File: src/sv/ipsp_pkg.sv
// ============================================================================
// IPS patch parser package
// Shared types, result codes and format constants for the IPS patch parser.
// ============================================================================
`default_nettype none

package ipsp_pkg;

    // Field widths of the result beat.
    localparam int unsigned ADDR_W  = 25;
    localparam int unsigned BYTE_W  = 8;
    localparam int unsigned RUN_W   = 16;
    localparam int unsigned COUNT_W = 16;
    localparam int unsigned OFFS_W  = 24;

    // Offset value that marks the end of the patch ("EOF").
    localparam logic [OFFS_W-1:0] EOF_OFFSET = 24'h454F46;

    // Result kinds, carried on the master-side tuser.
    typedef enum logic [2:0] {
        KIND_WRITE     = 3'd0,
        KIND_FILL      = 3'd1,
        KIND_EOF       = 3'd2,
        KIND_BAD_HDR   = 3'd3,
        KIND_NO_MARKER = 3'd4,
        KIND_TRUNCATED = 3'd5
    } t_kind;

    // One result item as it travels from the parser to the output buffer.
    typedef struct packed {
        t_kind               kind;
        logic [ADDR_W-1:0]   address;
        logic [BYTE_W-1:0]   value;
        logic [RUN_W-1:0]    run_length;
        logic [ADDR_W-1:0]   image_size;
        logic [COUNT_W-1:0]  record_count;
    } t_result;

    // Expected header byte at each position of "PATCH".
    function automatic logic [BYTE_W-1:0] header_magic(input logic [2:0] idx);
        logic [BYTE_W-1:0] b;
        case (idx)
            3'd0:    b = 8'h50;
            3'd1:    b = 8'h41;
            3'd2:    b = 8'h54;
            3'd3:    b = 8'h43;
            3'd4:    b = 8'h48;
            default: b = 8'h00;
        endcase
        return b;
    endfunction

endpackage

`default_nettype wire

File: src/sv/ipsp_parser.sv
// ============================================================================
// IPS patch parser core
// Holds the parse state and turns each accepted byte or end beat into at most
// one result in the same cycle, updating the state registers at the edge.
// ============================================================================
`default_nettype none

module ipsp_parser (
    input  wire logic                         i_clk,
    input  wire logic                         i_rst_n,
    input  wire logic                         i_beat,
    input  wire logic                         i_func,
    input  wire logic [ipsp_pkg::BYTE_W-1:0]  i_byte,
    input  wire logic                         i_cfg_wr_en,
    input  wire logic [ipsp_pkg::ADDR_W-1:0]  i_cfg_wr_data,
    output logic                              o_res_valid,
    output ipsp_pkg::t_result                 o_res
);

    typedef enum logic [2:0] {
        PH_HEADER = 3'd0,
        PH_OFFSET = 3'd1,
        PH_LENGTH = 3'd2,
        PH_DATA   = 3'd3,
        PH_RUNLEN = 3'd4,
        PH_FILL   = 3'd5
    } t_phase;

    t_phase                          r_phase,    n_phase;
    logic [2:0]                      r_idx,      n_idx;
    logic [ipsp_pkg::OFFS_W-1:0]     r_offset,   n_offset;
    logic [ipsp_pkg::RUN_W-1:0]      r_rec_len,  n_rec_len;
    logic [ipsp_pkg::RUN_W-1:0]      r_remain,   n_remain;
    logic [ipsp_pkg::ADDR_W-1:0]     r_wr_addr,  n_wr_addr;
    logic [ipsp_pkg::ADDR_W-1:0]     r_img_size, n_img_size;
    logic [ipsp_pkg::COUNT_W-1:0]    r_rec_cnt,  n_rec_cnt;
    logic                            r_finished, n_finished;

    logic [ipsp_pkg::RUN_W-1:0]      w_len_new;
    logic [ipsp_pkg::ADDR_W-1:0]     w_end;
    logic                            w_grow;
    logic [ipsp_pkg::COUNT_W-1:0]    w_cnt_inc;

    // Length being assembled and the image end it would reach.
    assign w_len_new = {r_rec_len[ipsp_pkg::BYTE_W-1:0], i_byte};
    assign w_end     = {1'b0, r_offset} + {{(ipsp_pkg::ADDR_W-ipsp_pkg::RUN_W){1'b0}}, w_len_new};
    assign w_grow    = (w_end > r_img_size);
    assign w_cnt_inc = (r_rec_cnt == {ipsp_pkg::COUNT_W{1'b1}}) ? r_rec_cnt
                                                                 : r_rec_cnt + 1'b1;

    // Next state and result for the beat at hand.
    always_comb begin
        n_phase    = r_phase;
        n_idx      = r_idx;
        n_offset   = r_offset;
        n_rec_len  = r_rec_len;
        n_remain   = r_remain;
        n_wr_addr  = r_wr_addr;
        n_img_size = r_img_size;
        n_rec_cnt  = r_rec_cnt;
        n_finished = r_finished;

        o_res_valid      = 1'b0;
        o_res.kind       = ipsp_pkg::KIND_WRITE;
        o_res.address    = '0;
        o_res.value      = '0;
        o_res.run_length = '0;

        // The size register also presets the image size while the parser is still in the header phase.
        if (i_cfg_wr_en && r_phase == PH_HEADER && !r_finished) begin
            n_img_size = i_cfg_wr_data;
        end

        if (i_beat && !r_finished) begin
            if (i_func) begin
                n_finished  = 1'b1;
                o_res_valid = 1'b1;
                if (r_phase == PH_HEADER) begin
                    o_res.kind = ipsp_pkg::KIND_BAD_HDR;
                end else if (r_phase == PH_OFFSET && r_idx == 3'd0) begin
                    o_res.kind = ipsp_pkg::KIND_NO_MARKER;
                end else begin
                    o_res.kind = ipsp_pkg::KIND_TRUNCATED;
                end
            end else begin
                case (r_phase)
                    PH_HEADER: begin
                        if (i_byte != ipsp_pkg::header_magic(r_idx)) begin
                            n_finished  = 1'b1;
                            o_res_valid = 1'b1;
                            o_res.kind  = ipsp_pkg::KIND_BAD_HDR;
                        end else if (r_idx == 3'd4) begin
                            n_phase  = PH_OFFSET;
                            n_idx    = 3'd0;
                            n_offset = '0;
                        end else begin
                            n_idx = r_idx + 3'd1;
                        end
                    end
                    PH_OFFSET: begin
                        n_offset = {r_offset[ipsp_pkg::OFFS_W-ipsp_pkg::BYTE_W-1:0], i_byte};
                        if (r_idx == 3'd2) begin
                            n_idx = 3'd0;
                            if (n_offset == ipsp_pkg::EOF_OFFSET) begin
                                n_finished  = 1'b1;
                                o_res_valid = 1'b1;
                                o_res.kind  = ipsp_pkg::KIND_EOF;
                            end else begin
                                n_phase   = PH_LENGTH;
                                n_rec_len = '0;
                            end
                        end else begin
                            n_idx = r_idx + 3'd1;
                        end
                    end
                    PH_LENGTH: begin
                        n_rec_len = w_len_new;
                        if (r_idx == 3'd1) begin
                            n_idx = 3'd0;
                            if (w_len_new != '0) begin
                                if (w_grow) begin
                                    n_img_size = w_end;
                                end
                                n_remain  = w_len_new;
                                n_wr_addr = {1'b0, r_offset};
                                n_phase   = PH_DATA;
                            end else begin
                                n_phase = PH_RUNLEN;
                            end
                        end else begin
                            n_idx = r_idx + 3'd1;
                        end
                    end
                    PH_DATA: begin
                        o_res_valid      = 1'b1;
                        o_res.kind       = ipsp_pkg::KIND_WRITE;
                        o_res.address    = r_wr_addr;
                        o_res.value      = i_byte;
                        o_res.run_length = {{(ipsp_pkg::RUN_W-1){1'b0}}, 1'b1};
                        n_wr_addr        = r_wr_addr + 1'b1;
                        n_remain         = r_remain - 1'b1;
                        // Last data byte closes the record.
                        if (r_remain <= {{(ipsp_pkg::RUN_W-1){1'b0}}, 1'b1}) begin
                            n_remain  = '0;
                            n_rec_cnt = w_cnt_inc;
                            n_phase   = PH_OFFSET;
                            n_idx     = 3'd0;
                            n_offset  = '0;
                        end
                    end
                    PH_RUNLEN: begin
                        n_rec_len = w_len_new;
                        if (r_idx == 3'd1) begin
                            n_idx = 3'd0;
                            if (w_len_new != '0 && w_grow) begin
                                n_img_size = w_end;
                            end
                            n_phase = PH_FILL;
                        end else begin
                            n_idx = r_idx + 3'd1;
                        end
                    end
                    PH_FILL: begin
                        n_rec_cnt = w_cnt_inc;
                        n_phase   = PH_OFFSET;
                        n_idx     = 3'd0;
                        n_offset  = '0;
                        // A zero run length is counted but writes nothing.
                        if (r_rec_len != '0) begin
                            o_res_valid      = 1'b1;
                            o_res.kind       = ipsp_pkg::KIND_FILL;
                            o_res.address    = {1'b0, r_offset};
                            o_res.value      = i_byte;
                            o_res.run_length = r_rec_len;
                        end
                    end
                    default: begin
                        n_finished = 1'b1;
                    end
                endcase
            end
        end

        o_res.image_size   = n_img_size;
        o_res.record_count = n_rec_cnt;
    end

    // Parse state registers.
    always_ff @(posedge i_clk) begin
        if (!i_rst_n) begin
            r_phase    <= PH_HEADER;
            r_idx      <= 3'd0;
            r_offset   <= '0;
            r_rec_len  <= '0;
            r_remain   <= '0;
            r_wr_addr  <= '0;
            r_img_size <= '0;
            r_rec_cnt  <= '0;
            r_finished <= 1'b0;
        end else begin
            r_phase    <= n_phase;
            r_idx      <= n_idx;
            r_offset   <= n_offset;
            r_rec_len  <= n_rec_len;
            r_remain   <= n_remain;
            r_wr_addr  <= n_wr_addr;
            r_img_size <= n_img_size;
            r_rec_cnt  <= n_rec_cnt;
            r_finished <= n_finished;
        end
    end

`ifndef SYNTHESIS
    // Once finished, the parser stays finished until reset.
    a_finished_sticky: assert property (@(posedge i_clk) disable iff (!i_rst_n)
        r_finished |=> r_finished)
        else $error("parser left the finished state without reset");

    // A finished parser produces no further results.
    a_no_result_after_finish: assert property (@(posedge i_clk) disable iff (!i_rst_n)
        r_finished |-> !o_res_valid)
        else $error("result produced after the parser finished");

    // The image size only grows unless the size register is written.
    a_image_grows: assert property (@(posedge i_clk) disable iff (!i_rst_n)
        (!i_cfg_wr_en && !n_finished && r_phase != PH_HEADER) |=> r_img_size >= $past(r_img_size))
        else $error("image size shrank during parsing");
`endif

endmodule

`default_nettype wire

File: src/sv/ipsp_out_buf.sv
// ============================================================================
// IPS patch parser output buffer
// Two-entry result register that keeps the byte side flowing while the
// result side stalls.
// ============================================================================
`default_nettype none

module ipsp_out_buf (
    input  wire logic                 i_clk,
    input  wire logic                 i_rst_n,
    input  wire logic                 i_push,
    input  wire ipsp_pkg::t_result    i_res,
    output logic                      o_space,
    output logic                      o_valid,
    input  wire logic                 i_ready,
    output ipsp_pkg::t_result         o_res
);

    ipsp_pkg::t_result  r_mem [2];
    logic               r_wr_ptr;
    logic               r_rd_ptr;
    logic [1:0]         r_count;
    logic               w_pop;

    assign o_space = (r_count != 2'd2);
    assign o_valid = (r_count != 2'd0);
    assign o_res   = r_mem[r_rd_ptr];
    assign w_pop   = o_valid && i_ready;

    // Result storage.
    always_ff @(posedge i_clk) begin
        if (i_push) begin
            r_mem[r_wr_ptr] <= i_res;
        end
    end

    // Pointers and fill level.
    always_ff @(posedge i_clk) begin
        if (!i_rst_n) begin
            r_wr_ptr <= 1'b0;
            r_rd_ptr <= 1'b0;
            r_count  <= 2'd0;
        end else begin
            if (i_push) begin
                r_wr_ptr <= ~r_wr_ptr;
            end
            if (w_pop) begin
                r_rd_ptr <= ~r_rd_ptr;
            end
            case ({i_push, w_pop})
                2'b10:   r_count <= r_count + 2'd1;
                2'b01:   r_count <= r_count - 2'd1;
                default: r_count <= r_count;
            endcase
        end
    end

`ifndef SYNTHESIS
    // A push never lands on a full buffer.
    a_no_overflow: assert property (@(posedge i_clk) disable iff (!i_rst_n)
        i_push |-> (r_count != 2'd2 || w_pop))
        else $error("result pushed into a full buffer");

    // Fill level agrees with the pointer distance.
    a_count_ptrs: assert property (@(posedge i_clk) disable iff (!i_rst_n)
        (r_count == 2'd1) == (r_wr_ptr != r_rd_ptr))
        else $error("buffer fill level disagrees with pointers");
`endif

endmodule

`default_nettype wire

File: src/sv/ips_patch_stream_parser_unit.sv
// ============================================================================
// IPS patch stream parser
// Parses an IPS patch byte stream into image write and fill commands.
// ============================================================================
// The block takes one patch byte (tuser = 0) or one end-of-stream beat
// (tuser = 1) in every clock cycle while tready is high and delivers its
// result, if any, on the master side through a two-entry output buffer.
// Each beat is handled by one update of the parser state, so the sustained
// rate is one beat per cycle while results drain. The buffer lets the slave
// side keep accepting beats while the master side is stalled; tready falls
// only when both entries hold undelivered results. Writing the size register
// before the first header byte presets the starting image size.
`default_nettype none

module ips_patch_stream_parser_unit (
    input  wire logic          i_clk,
    input  wire logic          i_rst_n,
    // Size register write port.
    input  wire logic          i_cfg_wr_en,
    input  wire logic [24:0]   i_cfg_wr_data,
    // Patch byte stream.
    input  wire logic          s_axis_tvalid,
    output logic               s_axis_tready,
    input  wire logic [7:0]    s_axis_tdata,   // [7:0] patch_byte
    input  wire logic          s_axis_tuser,   // [0] func
    // Result stream.
    output logic               m_axis_tvalid,
    input  wire logic          m_axis_tready,
    output logic [95:0]        m_axis_tdata,   // [24:0] address, [32:25] value,
                                               // [48:33] run_length,
                                               // [73:49] image_size,
                                               // [89:74] record_count,
                                               // [95:90] zero
    output logic [2:0]         m_axis_tuser    // [2:0] kind
);

    logic               w_accept;
    logic               w_res_valid;
    ipsp_pkg::t_result  w_res;
    ipsp_pkg::t_result  w_out;
    logic               w_space;

    assign s_axis_tready = w_space;
    assign w_accept      = s_axis_tvalid && w_space;

    // Parser state and result decode.
    ipsp_parser u_parser (
        .i_clk         (i_clk),
        .i_rst_n       (i_rst_n),
        .i_beat        (w_accept),
        .i_func        (s_axis_tuser),
        .i_byte        (s_axis_tdata),
        .i_cfg_wr_en   (i_cfg_wr_en),
        .i_cfg_wr_data (i_cfg_wr_data),
        .o_res_valid   (w_res_valid),
        .o_res         (w_res)
    );

    // Result register with room for one stalled beat.
    ipsp_out_buf u_out_buf (
        .i_clk   (i_clk),
        .i_rst_n (i_rst_n),
        .i_push  (w_res_valid),
        .i_res   (w_res),
        .o_space (w_space),
        .o_valid (m_axis_tvalid),
        .i_ready (m_axis_tready),
        .o_res   (w_out)
    );

    // Pack the result beat, first field in the lowest bits.
    assign m_axis_tuser = w_out.kind;
    assign m_axis_tdata = {6'b0, w_out.record_count, w_out.image_size,
                           w_out.run_length, w_out.value, w_out.address};

endmodule

`default_nettype wire
File: config.mk
export PLATFORM = sky130hd
export DESIGN_NAME = ips_patch_stream_parser_unit
export DESIGN_NICKNAME = d
export VERILOG_FILES = /design/src/sv/ipsp_pkg.sv /design/src/sv/ipsp_parser.sv /design/src/sv/ipsp_out_buf.sv /design/src/sv/ips_patch_stream_parser_unit.sv
export SDC_FILE = /design/constraint.sdc
export NUM_CORES = 1
export LEC_CHECK = 0
export BUFFER_PORTS_ARGS = -buffer_cell sky130_fd_sc_hd__buf_2
export CORE_MARGIN = 2
export CORE_UTILIZATION = 40
export DETAILED_ROUTE_END_ITERATION = 16
export SETUP_SLACK_MARGIN = 0.1
export SLEW_MARGIN = 5
export SYNTH_ARGS = -nofsm -noshare
export SYNTH_HDL_FRONTEND = slang
export SYNTH_SLANG_ARGS = --single-unit
export TNS_END_PERCENT = 20
File: constraint.sdc
create_clock -name i_clk -period 12.3 [get_ports i_clk]
set_input_delay 2.46 -clock i_clk [delete_from_list [all_inputs] [get_ports i_clk]]
set_output_delay 2.46 -clock i_clk [all_outputs]
set_load 0.005 [all_outputs]
==> results of run 1 <==
[flip-flops by register name, indices dropped and copies added, names as in the netlist, named ones only]
register and cells:
u_out_buf.r_count 2, u_out_buf.r_mem 186, u_out_buf.r_rd_ptr 1, u_out_buf.r_wr_ptr 1, u_parser.r_finished 1, u_parser.r_idx 3
u_parser.r_img_size 25, u_parser.r_offset 24, u_parser.r_phase 3, u_parser.r_rec_cnt 16, u_parser.r_rec_len 16, u_parser.r_remain 16
u_parser.r_wr_addr 25
[per-layer routing]
metal  GRT usage  part of all wire
met1       0.272              0.44
met2       0.317              0.46
met3      0.0450             0.064
met4      0.0699             0.032
met5           0                 0
[critical path, cell delays in order]
cell      delay (ps)
buf_2            170
ha_1             380
a21o_1           210
or3_1            310
o21a_1           240
a211oi_1         530
nor2_1           120
xor2_1           190
ha_1             340
nand4_1          140
or3_1            430
or4_1            560
and2_4           200
a32oi_4          830
buf_4            430
mux2_2           390
and2_1           160
[logic make-up (layout without fill, tap and decap cells)]
| group | Yosys count | after routing |
|---|---|---|
| AOI/OAI and AO/OA | 330 | 330 |
| xor gates and xnor gates | 36 | 36 |
| adders and majority gates | 52 | 52 |
| buffers and inverters | 135 | 261 |
| DFF | 320 | 320 |
| muxes | 141 | 141 |
| other | 1 | 7 |
| and+or+nand+nor | 516 | 516 |
[power by group]
group | switching (W) | internal [W]
sequential | 0.0000542 | 0.00126
combinational | 0.000294 | 0.000268
clock | 0.000423 | 0.000650
[layout make-up]
class,count,share of cell area
inverters,45,0.00916
flip-flops and latches,320,0.449
clock buffers,51,0.0541
clock inverters,14,0.00930
diodes,1,0.000136
well taps,525,0.0356
repair buffers,151,0.0434
multi-input cells,1081,0.400
[through the flow]
step	power (W)	cells	hold WS [ps]
CTS	0.00299	2187	485
floorplan	0.00168	1536	444
detailed placement	0.00191	2122	477
global placement	0.00190	2122	456
finish	0.00295	2188	489
global route	0.00308	2187	518
[cell usage in the layout (no fill, tap or decap), types with 7 or more instances in the layout]
cell type  synthesis  routed
a211oi_1          14      14
a21o_1             9       9
a21oi_1           84      84
a22oi_1           45      45
a31oi_1           10      10
and2_1            41      41
and3_1            30      29
and4_1             7       7
buf_2              4     133
buf_4              9      18
clkbuf_1          67      12
clkbuf_16          0      37
dfxtp_1          134     133
edfxtp_1         186     186
ha_1              51      51
inv_1             45      44
mux2_2           112     112
mux2_4             8       8
mux2i_1           21      21
nand2_1          112     112
nand2b_1          12      12
nand3_1           62      61
nand4_1           22      22
nor2_1           134     132
nor2b_1           10      10
nor3_1            24      23
nor4_1            12      12
o211a_1           11      11
o21a_1            14      14
o21ai_0           87      87
o31ai_1            9       9
or3_1             12      12
or4_1              7       7
xnor2_1           22      22
xor2_1            14      14
[final timing paths]
| kind | slack (ps) | cells past startpoint | end | from |
|---|---|---|---|---|
| max | 4610 | 17 | u_parser.r_img_size[3] | s_axis_tdata[5] |
| min | 490 | 2 | u_parser.r_remain[12] | u_parser.r_remain[12] |
| max reg2reg | 6180 | 16 | u_parser.r_img_size[3] | u_parser.r_rec_len[6] |
| min reg2reg | 490 | 2 | u_parser.r_remain[12] | u_parser.r_remain[12] |
==> results by group, run 1 <==
Outcome
  – Run status: complete, no violations

Yosys
  – Post-synth EDFFs: 186
  – Synth Area in Compound Gates: 0.132
  – Seq cells post-synth: 320
  – Top_reg_cell synth: edfxtp_1
  – Xor/xnor cell area share of the yosys netlist: 0.0195
  – Top-area cell type share of the netlist area: 0.346
  – Sequential share of the synthesized area: 0.512
  – Largest family of logic cells by synthesized area: simple AND/OR/NAND/NOR gates
  – Synth Area in Simple Gates: 0.162
  – Post-synthesis cell area: 16100 um2
  – Post-synthesis adder-cell area fraction: 0.0408
  – Multiplexer share of the synthesized area: 0.0987
  – Post-synth top cells: edfxtp_1, dfxtp_1, nor2_1
  – Post-Synthesis Cells: 1531
  – Synth top area cells: edfxtp_1, dfxtp_1, mux2_2, ha_1, nor2_1
  – Count leader, synth: edfxtp_1
  – YS warnings: 0
  – Yosys cell types: 77
  – Asr flop ratio synth: 0
  – Post-Syn Area per Cell: 10.5 um2
  – Synth area leader: edfxtp_1

Timing
  – Sum Neg Setup Slack: 0 ps
  – Tmin final: 7690 ps
  – Headroom to the max-slew limit: 0.336
  – Setup WS post-layout: 4610 ps
  – Final hold vios: 0
  – Period utilization: 0.625
  – Max Fclk: 0.130 GHz
  – Final setup viols: 0
  – Slew of the pin with the lowest slew margin: 997 ps
  – Final max-slew violation count: 0
  – Worst Skew: 28.3 ps
  – RSZ-0062 raised after global routing: no

Power and ir drop
  – LEAKAGE: 6.86 nW
  – Worst ir drop on vdd: 0.0863 mV
  – Power per Cell Area: 160 nW/um2

Detailed routing
  – Post-DRT Antenna Nets: 0
  – Pre-antenna DRT Iters: 6
  – WL per Instance: 19.6 um
  – Iter 0 DRT Violations: 931
  – Vias: 12323
  – Routed wire length: 42900 um
  – Number of vias per cell: 5.63
  – Residual DRC: 0

Setup path
  – Critical path endpoint category: flip-flop
  – Kind of start point of the critical path: input pin
  – CP Max Fanout: 34
  – Arrival @ worst endpoint: 8100 ps
  – CP Data Required Time: 12710 ps
  – WS Path Type: input pin to flip-flop

Placement
  – Detailed placement HPWL: 28900 um
  – Post-DP Area: 17300 um2
  – DP Worst Slack: 4090 ps
  – IO buf count: 133
  – Gpl congestion: 0.896

CTS
  – Clk Latency, worst-skew pair: 540 ps
  – Clk pin slew, worst setup/hold paths: 60 ps
  – Root Buffer: clkbuf_16
  – Clock tree from TritonCTS: yes
  – Maximum buffer depth of the clock tree: 3
  – Post-CTS setup buffers: 0
  – Clock sink count: 320
  – Hold-fix buffers at CTS: 0
  – Post-CTS Resized: 0
  – H-tree depth: 2
  – Number of CTS-inserted buffers: 36

Global routing
  – Via count of the first global-routing pass: 11611
  – Initial antenna violation count: 1
  – GR Util All Layers: 0.201
  – Pin count of the biggest net entering global routing: 76
  – GRT overflow: 0
  – First-pass GRT wire length: 65800 um

Floorplan
  – Site Rows: 73
  – Initial Util: 0.406
  – Die ar.: 42000 um2
  – Num ports: 140
  – Die Height: 205 um
  – Core area: 39700 um2
  – Die Wd: 205 um

Layout
  – Sequential cell area: 8270 um2
  – NumNets Final: 1726
  – Layout cells sized above 1: 0.205
  – Fill count: 3708
  – Final Instance Area: 18400 um2
  – Area taken by multi-input logic gates: 7370 um2
  – Final Util: 0.464
  – Area growth syn-to-layout: 14.3%

Min path
  – Min-delay worst type: flip-flop to flip-flop

Run
  – Max Cap Violations: 0
(Power assumes the default switching activity.)
==> inputs of run 2 (changes only) <==
ABC_AREA = 1   (was default)
clock period = 7.1 ns   (was 12.3 ns; I/O delays follow)
==> run 2 against run 1 <==
First-iteration DRC count rose by 18%. Sequential power grew 67%. Largest cell class unchanged. Synthesized cell count is 34% higher. Register-to-register slack got worse by 3700 ps. Sequential cell count unchanged.
==> results by group, run 2 <==
Yosys
  – Sequential share of the synthesized area: 0.483 (-0.0291)
  – Seq cells post-synth: 320 (unchanged)
  – YS warnings: 0 (unchanged)
  – Top_reg_cell synth: edfxtp_1
  – Yosys cell types: 49 (-36%)
  – Post-synthesis cell area: 17100 um2 (+6.0%)
  – Post-synth EDFFs: 186 (unchanged)
  – Asr flop ratio synth: 0 (unchanged)
  – Count leader, synth: nand2_1
  – Top-area cell type share of the netlist area: 0.327 (-0.0197)
  – Synth top area cells: edfxtp_1, dfxtp_1, nand2_1, mux2_2, inv_1
  – Post-Synthesis Cells: 2045 (+34%)
  – Synth area leader: edfxtp_1
  – Post-synth top cells: nand2_1, inv_1, edfxtp_1
  – Post-Syn Area per Cell: 8.36 um2 (-21%)

CTS
  – Clk pin slew, worst setup/hold paths: 60 ps (about the same)
  – H-tree depth: 2 (unchanged)
  – Clk Latency, worst-skew pair: 560 ps (+20 ps)
  – Post-CTS Resized: 0 (unchanged)
  – Clock tree from TritonCTS: yes
  – Post-CTS setup buffers: 0 (unchanged)
  – Root Buffer: clkbuf_16
  – Maximum buffer depth of the clock tree: 3 (unchanged)
  – Number of CTS-inserted buffers: 36 (unchanged)
  – Hold-fix buffers at CTS: 0 (unchanged)
  – Clock sink count: 320 (unchanged)

Timing
  – Final setup viols: 0 (unchanged)
  – Final hold vios: 0 (unchanged)
  – RSZ-0062 raised after global routing: no
  – Max Fclk: 0.195 GHz
  – Final max-slew violation count: 0 (unchanged)
  – Slew of the pin with the lowest slew margin: 958 ps (-38.8 ps)
  – Headroom to the max-slew limit: 0.359 (+0.0235)
  – Period utilization: 0.721
  – Tmin final: 5120 ps
  – Worst Skew: 24.0 ps (-4.25 ps)
  – Sum Neg Setup Slack: 0 ps (unchanged)

Floorplan
  – Core area: 42000 um2 (+5.8%)
  – Num ports: 140 (unchanged)
  – Die Wd: 211 um (+2.9%)
  – Initial Util: 0.407 (+0.000829)
  – Die ar.: 44400 um2 (+5.9%)
  – Site Rows: 75 (+2.7%)
  – Die Height: 211 um (+2.9%)

Layout
  – Area growth syn-to-layout: 13.2%
  – Biggest regs: u_out_buf.r_mem: 186 flops, u_parser.r_img_size: 25 flops, u_parser.r_wr_addr: 25 flops
  – Final Util: 0.460 (-0.00367)
  – Layout cells sized above 1: 0.154 (-0.0514)
  – Most frequent cells in the layout: nand2_1, inv_1, edfxtp_1
  – Most flops, register: u_out_buf.r_mem
  – NumNets Final: 2241 (+30%)
  – Most common cell after layout, fill and taps aside: nand2_1
  – Max FFs per register: 186 (unchanged)
  – Diode count: 0 (-1)
  – Final Instance Area: 19400 um2 (+5.0%)

Setup path
  – Critical path endpoint category: flip-flop
  – WS Path Type: input pin to flip-flop
  – Kind of start point of the critical path: input pin
  – CP Max Fanout: 12 (-65%)
  – Most used cell, CP: nand2_1
  – Arrival @ worst endpoint: 5430 ps (-2670 ps)
  – Worst path max stage delay: 710 ps (-120 ps)
  – Worst path slowest cell: nor2_1
  – CP Data Required Time: 7400 ps (-5310 ps)

Min path
  – Min-delay worst type: flip-flop to flip-flop

Detailed routing
  – Vias: 14267 (+16%)
  – WL per Instance: 18.0 um (-7.9%)
  – Number of vias per cell: 5.25 (-6.8%)
  – Routed wire length: 49000 um (+14%)
  – Iter 0 DRT Violations: 1096 (+18%)
  – Residual DRC: 0 (unchanged)
  – Post-DRT Antenna Nets: 0 (unchanged)
  – Pre-antenna DRT Iters: 8 (+2)

Global routing
  – GR Util All Layers: 0.220 (+0.0185)
  – Via count of the first global-routing pass: 13676 (+18%)
  – Pin count of the biggest net entering global routing: 77 (+1.3%)
  – GRT overflow: 0 (unchanged)
  – Initial antenna violation count: 1 (unchanged)
  – First-pass GRT wire length: 75900 um (+15%)

Power and ir drop
  – LEAKAGE: 7.92 nW (+16%)
  – Power Total: 0.00475 W (+61%)
  – Power per Cell Area: 245 nW/um2 (+53%)
  – Worst ir drop on vdd: 0.177 mV (+100%)

Run
  – Max Cap Violations: 0 (unchanged)

Outcome
  – Run status: complete, no violations

Placement
  – Gpl congestion: 0.915 (+2.1%)
  – Detailed placement HPWL: 34800 um (+20%)
  – IO buf count: 133 (unchanged)
  – Post-DP Area: 18200 um2 (+5.3%)
-- run 2: cell types whose count changed after synthesis, moves of 22 or more --
cell	change
a21oi_1	+69
a22oi_1	-42
and2_1	-39
and3_1	-30
clkbuf_1	-23
inv_1	+162
nand2_1	+383
nand3_1	+68
nor2_1	+51
nor3_1	+22
o21ai_1	+30
-- run 2: kinds of logic (layout without fill, tap and decap cells) --
kind of cell | Yosys count | in the layout | share of synthesized area
simple gates | 934 | 934 | 0.233
fa+ha+maj | 52 | 52 | 0.0385
other cells | 1 | 6 | 0.000219
buf+inv | 301 | 429 | 0.0701
xor+xnor | 33 | 33 | 0.0169
compound gates | 310 | 310 | 0.0962
flops | 320 | 320 | 0.483
mux | 94 | 94 | 0.0618
-- run 2: final timing paths --
path | startpoint | to | slack [ps] | cells past startpoint
setup / recovery | s_axis_tdata[0] | u_out_buf.r_mem[1][39] | 1980 | 25
hold reg to reg | u_out_buf.r_rd_ptr | flip-flop | 450 | 1
setup reg to reg | u_parser.r_offset[0] | u_out_buf.r_mem[1][39] | 2450 | 24
hold / removal | u_out_buf.r_rd_ptr | flip-flop | 450 | 1
-- run 2: critical path: cells and delay by family --
kind / cells / cell delay [ps]
adder cells (fa/ha/maj): 3 / 940
buffers and inverters: 5 / 450
AND/OR/NAND/NOR: 17 / 2590
-- run 2: cell type report --
type,instances,area [um2]
Sequential cell,320,8270
Inverter,220,828
Clock inverter,21,215
Clock buffer,45,956
Fill cell,4178,22700
Timing Repair Buffer,143,741
Multi-Input combinational cell,1429,7670
Tap cell,539,674
-- run 2: stage by stage --
stage | hold WS, ps | setup WS (ps) | cells
after global placement | 427 | 1610 | 2651
final | 448 | 1980 | 2717
after global routing | 471 | 1590 | 2717
after detailed placement | 438 | 1500 | 2651
after floorplan | 425 | 469 | 2050
after CTS | 448 | 2080 | 2717
-- run 2: power by group --
group / switching (W) / internal (W)
clock: 0.000777 / 0.00111
combinational: 0.000375 / 0.000295
sequential: 0.0000581 / 0.00213
-- run 2: metal layers --
| metal | global-route usage | vias up | wire length [um] |
|---|---|---|---|
| met5 | 0 | - | 0 |
| met4 | 0.0707 | 0 | 1330 |
| met3 | 0.0425 | 83 | 2890 |
| met2 | 0.349 | 383 | 22000 |
| met1 | 0.302 | 6733 | 22800 |
| li1 | - | 7068 | - |
==> inputs of run 3 (changes only) <==
clock period = 4.35 ns   (was 7.1 ns; I/O delays follow)
==> run 3 against run 2 <==
Sequential cell count is the same. Clock power grew 87%. Worst hold slack lost 2.7 ps. Critical endpoint is now u_out_buf.r_mem[0][21]. Highest routed layer unchanged.
==> results by group, run 3 (synthesized netlist as in run 2, its figures left out) <==
Floorplan
  – Initial Util: 0.407 (unchanged)
  – Site Rows: 75 (unchanged)
  – Num ports: 140 (unchanged)
  – Die ar.: 44400 um2 (unchanged)
  – Die Height: 211 um (unchanged)
  – Die Wd: 211 um (unchanged)
  – Core area: 42000 um2 (unchanged)

Setup path
  – Worst path max stage delay: 570 ps (-140 ps)
  – Reg2reg setup slack: 470 ps (-1980 ps)
  – CP Data Required Time: 4650 ps (-2750 ps)
  – Arrival @ worst endpoint: 4180 ps (-1250 ps)
  – CP Max Fanout: 21 (+9)
  – Kind of start point of the critical path: flip-flop
  – Critical path endpoint category: flip-flop
  – Worst path slowest cell: dfxtp_1
  – Worst-path cell chain: ha_2 > nand2_1 > nor2_1 > inv_1 > nor3_1 > buf_4 > nand3_1 > nand3_1 > nand2_1 > nand2_1 > inv_1 > ha_1 > nand4_1 > nor3_2 > and2_1 > buf_4 > a21oi_4 > nand3_4 > buf_12 > o21ai_1 > inv_1
  – WS Path Type: flip-flop to flip-flop

Detailed routing
  – Number of vias per cell: 5.28 (+0.63%)
  – Vias: 14621 (+2.5%)
  – Pre-antenna DRT Iters: 5 (-3)
  – Routed wire length: 50100 um (+2.1%)
  – Iter 0 DRT Violations: 1007 (-8.1%)
  – Post-DRT Antenna Nets: 0 (unchanged)
  – WL per Instance: 18.1 um (+0.30%)
  – Residual DRC: 0 (unchanged)

Timing
  – Final setup viols: 0 (unchanged)
  – Sum Neg Setup Slack: 0 ps (unchanged)
  – Slew of the pin with the lowest slew margin: 958 ps (+0.614 ps)
  – Headroom to the max-slew limit: 0.360 (+0.00102)
  – Setup WS post-layout: 468 ps (-1510 ps)
  – Tmin final: 3880 ps
  – Period utilization: 0.892
  – Max Fclk: 0.258 GHz
  – Final max-slew violation count: 0 (unchanged)
  – Final hold vios: 0 (unchanged)
  – Final hold slack: 446 ps (-2.70 ps)
  – RSZ-0062 raised after global routing: no
  – Worst Skew: 19.7 ps (-4.29 ps)

Power and ir drop
  – LEAKAGE: 8.28 nW (+4.5%)
  – Reg power frac: 0.434 (-0.028)
  – Net Switching: 0.00199 W (+65%)
  – Internal cell power: 0.00624 W (+76%)
  – Switching Fraction: 0.242 (-0.0128)
  – Power per Cell Area: 411 nW/um2 (+68%)
  – Clock share of power: 0.428 (+0.031)
  – Comb power frac: 0.138 (-0.003)
  – Worst ir drop on vdd: 0.275 mV (+56%)

Layout
  – Max FFs per register: 186 (unchanged)
  – Layout cells sized above 1: 0.176 (+0.0218)
  – Area growth syn-to-layout: 17.1%
  – Biggest regs: u_out_buf.r_mem: 186 flops, u_parser.r_img_size: 25 flops, u_parser.r_wr_addr: 25 flops
  – Most flops, register: u_out_buf.r_mem
  – NumNets Final: 2287 (+2.1%)
  – Final Instance Area: 20000 um2 (+3.5%)
  – Fill count: 4132 (-1.1%)
  – Sequential cell area: 8270 um2 (unchanged)
  – Area taken by multi-input logic gates: 7680 um2 (+0.13%)
  – Most frequent cells in the layout: nand2_1, inv_1, edfxtp_1
  – Most common cell after layout, fill and taps aside: nand2_1

CTS
  – Number of CTS-inserted buffers: 38 (+5.6%)
  – Root Buffer: clkbuf_16
  – Clk Latency, worst-skew pair: 550 ps (about the same)
  – H-tree depth: 2 (unchanged)
  – Maximum buffer depth of the clock tree: 3 (unchanged)
  – Clk pin slew, worst setup/hold paths: 60 ps (about the same)
  – Clock sink count: 320 (unchanged)
  – Clock tree from TritonCTS: yes
  – Hold-fix buffers at CTS: 0 (unchanged)

Global routing
  – Pin count of the biggest net entering global routing: 81 (+5.2%)
  – GRT overflow: 0 (unchanged)
  – GR Util All Layers: 0.226 (+0.00622)
  – Initial antenna violation count: 1 (unchanged)
  – First-pass GRT wire length: 77700 um (+2.4%)
  – Via count of the first global-routing pass: 13871 (+1.4%)

Placement
  – Post-DP Area: 18600 um2 (+2.3%)
  – IO buf count: 133 (unchanged)
  – DP Worst Slack: -93.3 ps (-1600 ps)
  – Detailed placement HPWL: 36300 um (+4.5%)
  – Gpl congestion: 0.924 (+1.0%)

Run
  – Max Cap Violations: 0 (unchanged)

Min path
  – Min-delay worst type: flip-flop to flip-flop

Outcome
  – Run status: complete, no violations
[run 3: metal layers]
layer / global-route usage / up-vias / share of wire / wire [um]
met5: 0 / - / 0 / 0
met4: 0.0699 / 0 / 0.023 / 1170
met3: 0.0330 / 67 / 0.060 / 3010
met2: 0.365 / 417 / 0.45 / 22700
met1: 0.313 / 6955 / 0.46 / 23200
li1: - / 7182 / - / -
[run 3: final timing paths]
check	startpoint	to	cells past startpoint
worst max-delay path	u_parser.r_rec_len[3]	u_out_buf.r_mem[0][21]	21
worst min-delay path	u_out_buf.r_rd_ptr	flip-flop	1
worst max register to register	u_parser.r_rec_len[3]	u_out_buf.r_mem[0][21]	21
worst min register to register	u_out_buf.r_rd_ptr	flip-flop	1
[run 3: power groups by stage]
stage,clock network (W),logic (W),registers [W]
3_5_place_dp,0,0.00116,0.00364
5_1_grt,0.00372,0.00126,0.00359
3_3_place_gp,0,0.00115,0.00363
6_report,0.00352,0.00114,0.00357
4_1_cts,0.00361,0.00116,0.00357
2_1_floorplan,0,0.000711,0.00359
[run 3: timing repair]
action                     4_1_cts  5_1_grt
gates resized for setup          0        3
buffers inserted                 0        0
setup endpoints to repair        0       20
[run 3: per-stage QoR]
stage	total power (W)	utilization	instances
after CTS	0.00835	0.476	2765
after detailed placement	0.00479	0.443	2695
after global routing	0.00857	0.476	2766
after floorplan	0.00430	-	2050
final	0.00823	0.476	2767
after global placement	0.00477	0.443	2695
[run 3: area by class of cell]
| class | instances | share of cell area |
|---|---|---|
| Inverter | 220 | 0.0414 |
| Sequential cell | 320 | 0.413 |
| Timing Repair Buffer | 187 | 0.0579 |
| Multi-Input combinational cell | 1429 | 0.384 |
| Clock buffer | 55 | 0.0569 |
| Tap cell | 539 | 0.0337 |
| Antenna cell | 2 | 0.000250 |
| Clock inverter | 15 | 0.0133 |
[run 3: critical path: cells and delay by family (launching register included)]
kind / cells / cell delay (ps)
and+or+nand+nor: 11 / 1380
DFF: 1 / 570
buffers and inverters: 6 / 700
adders and majority gates: 2 / 590
AOI/OAI and AO/OA: 2 / 380
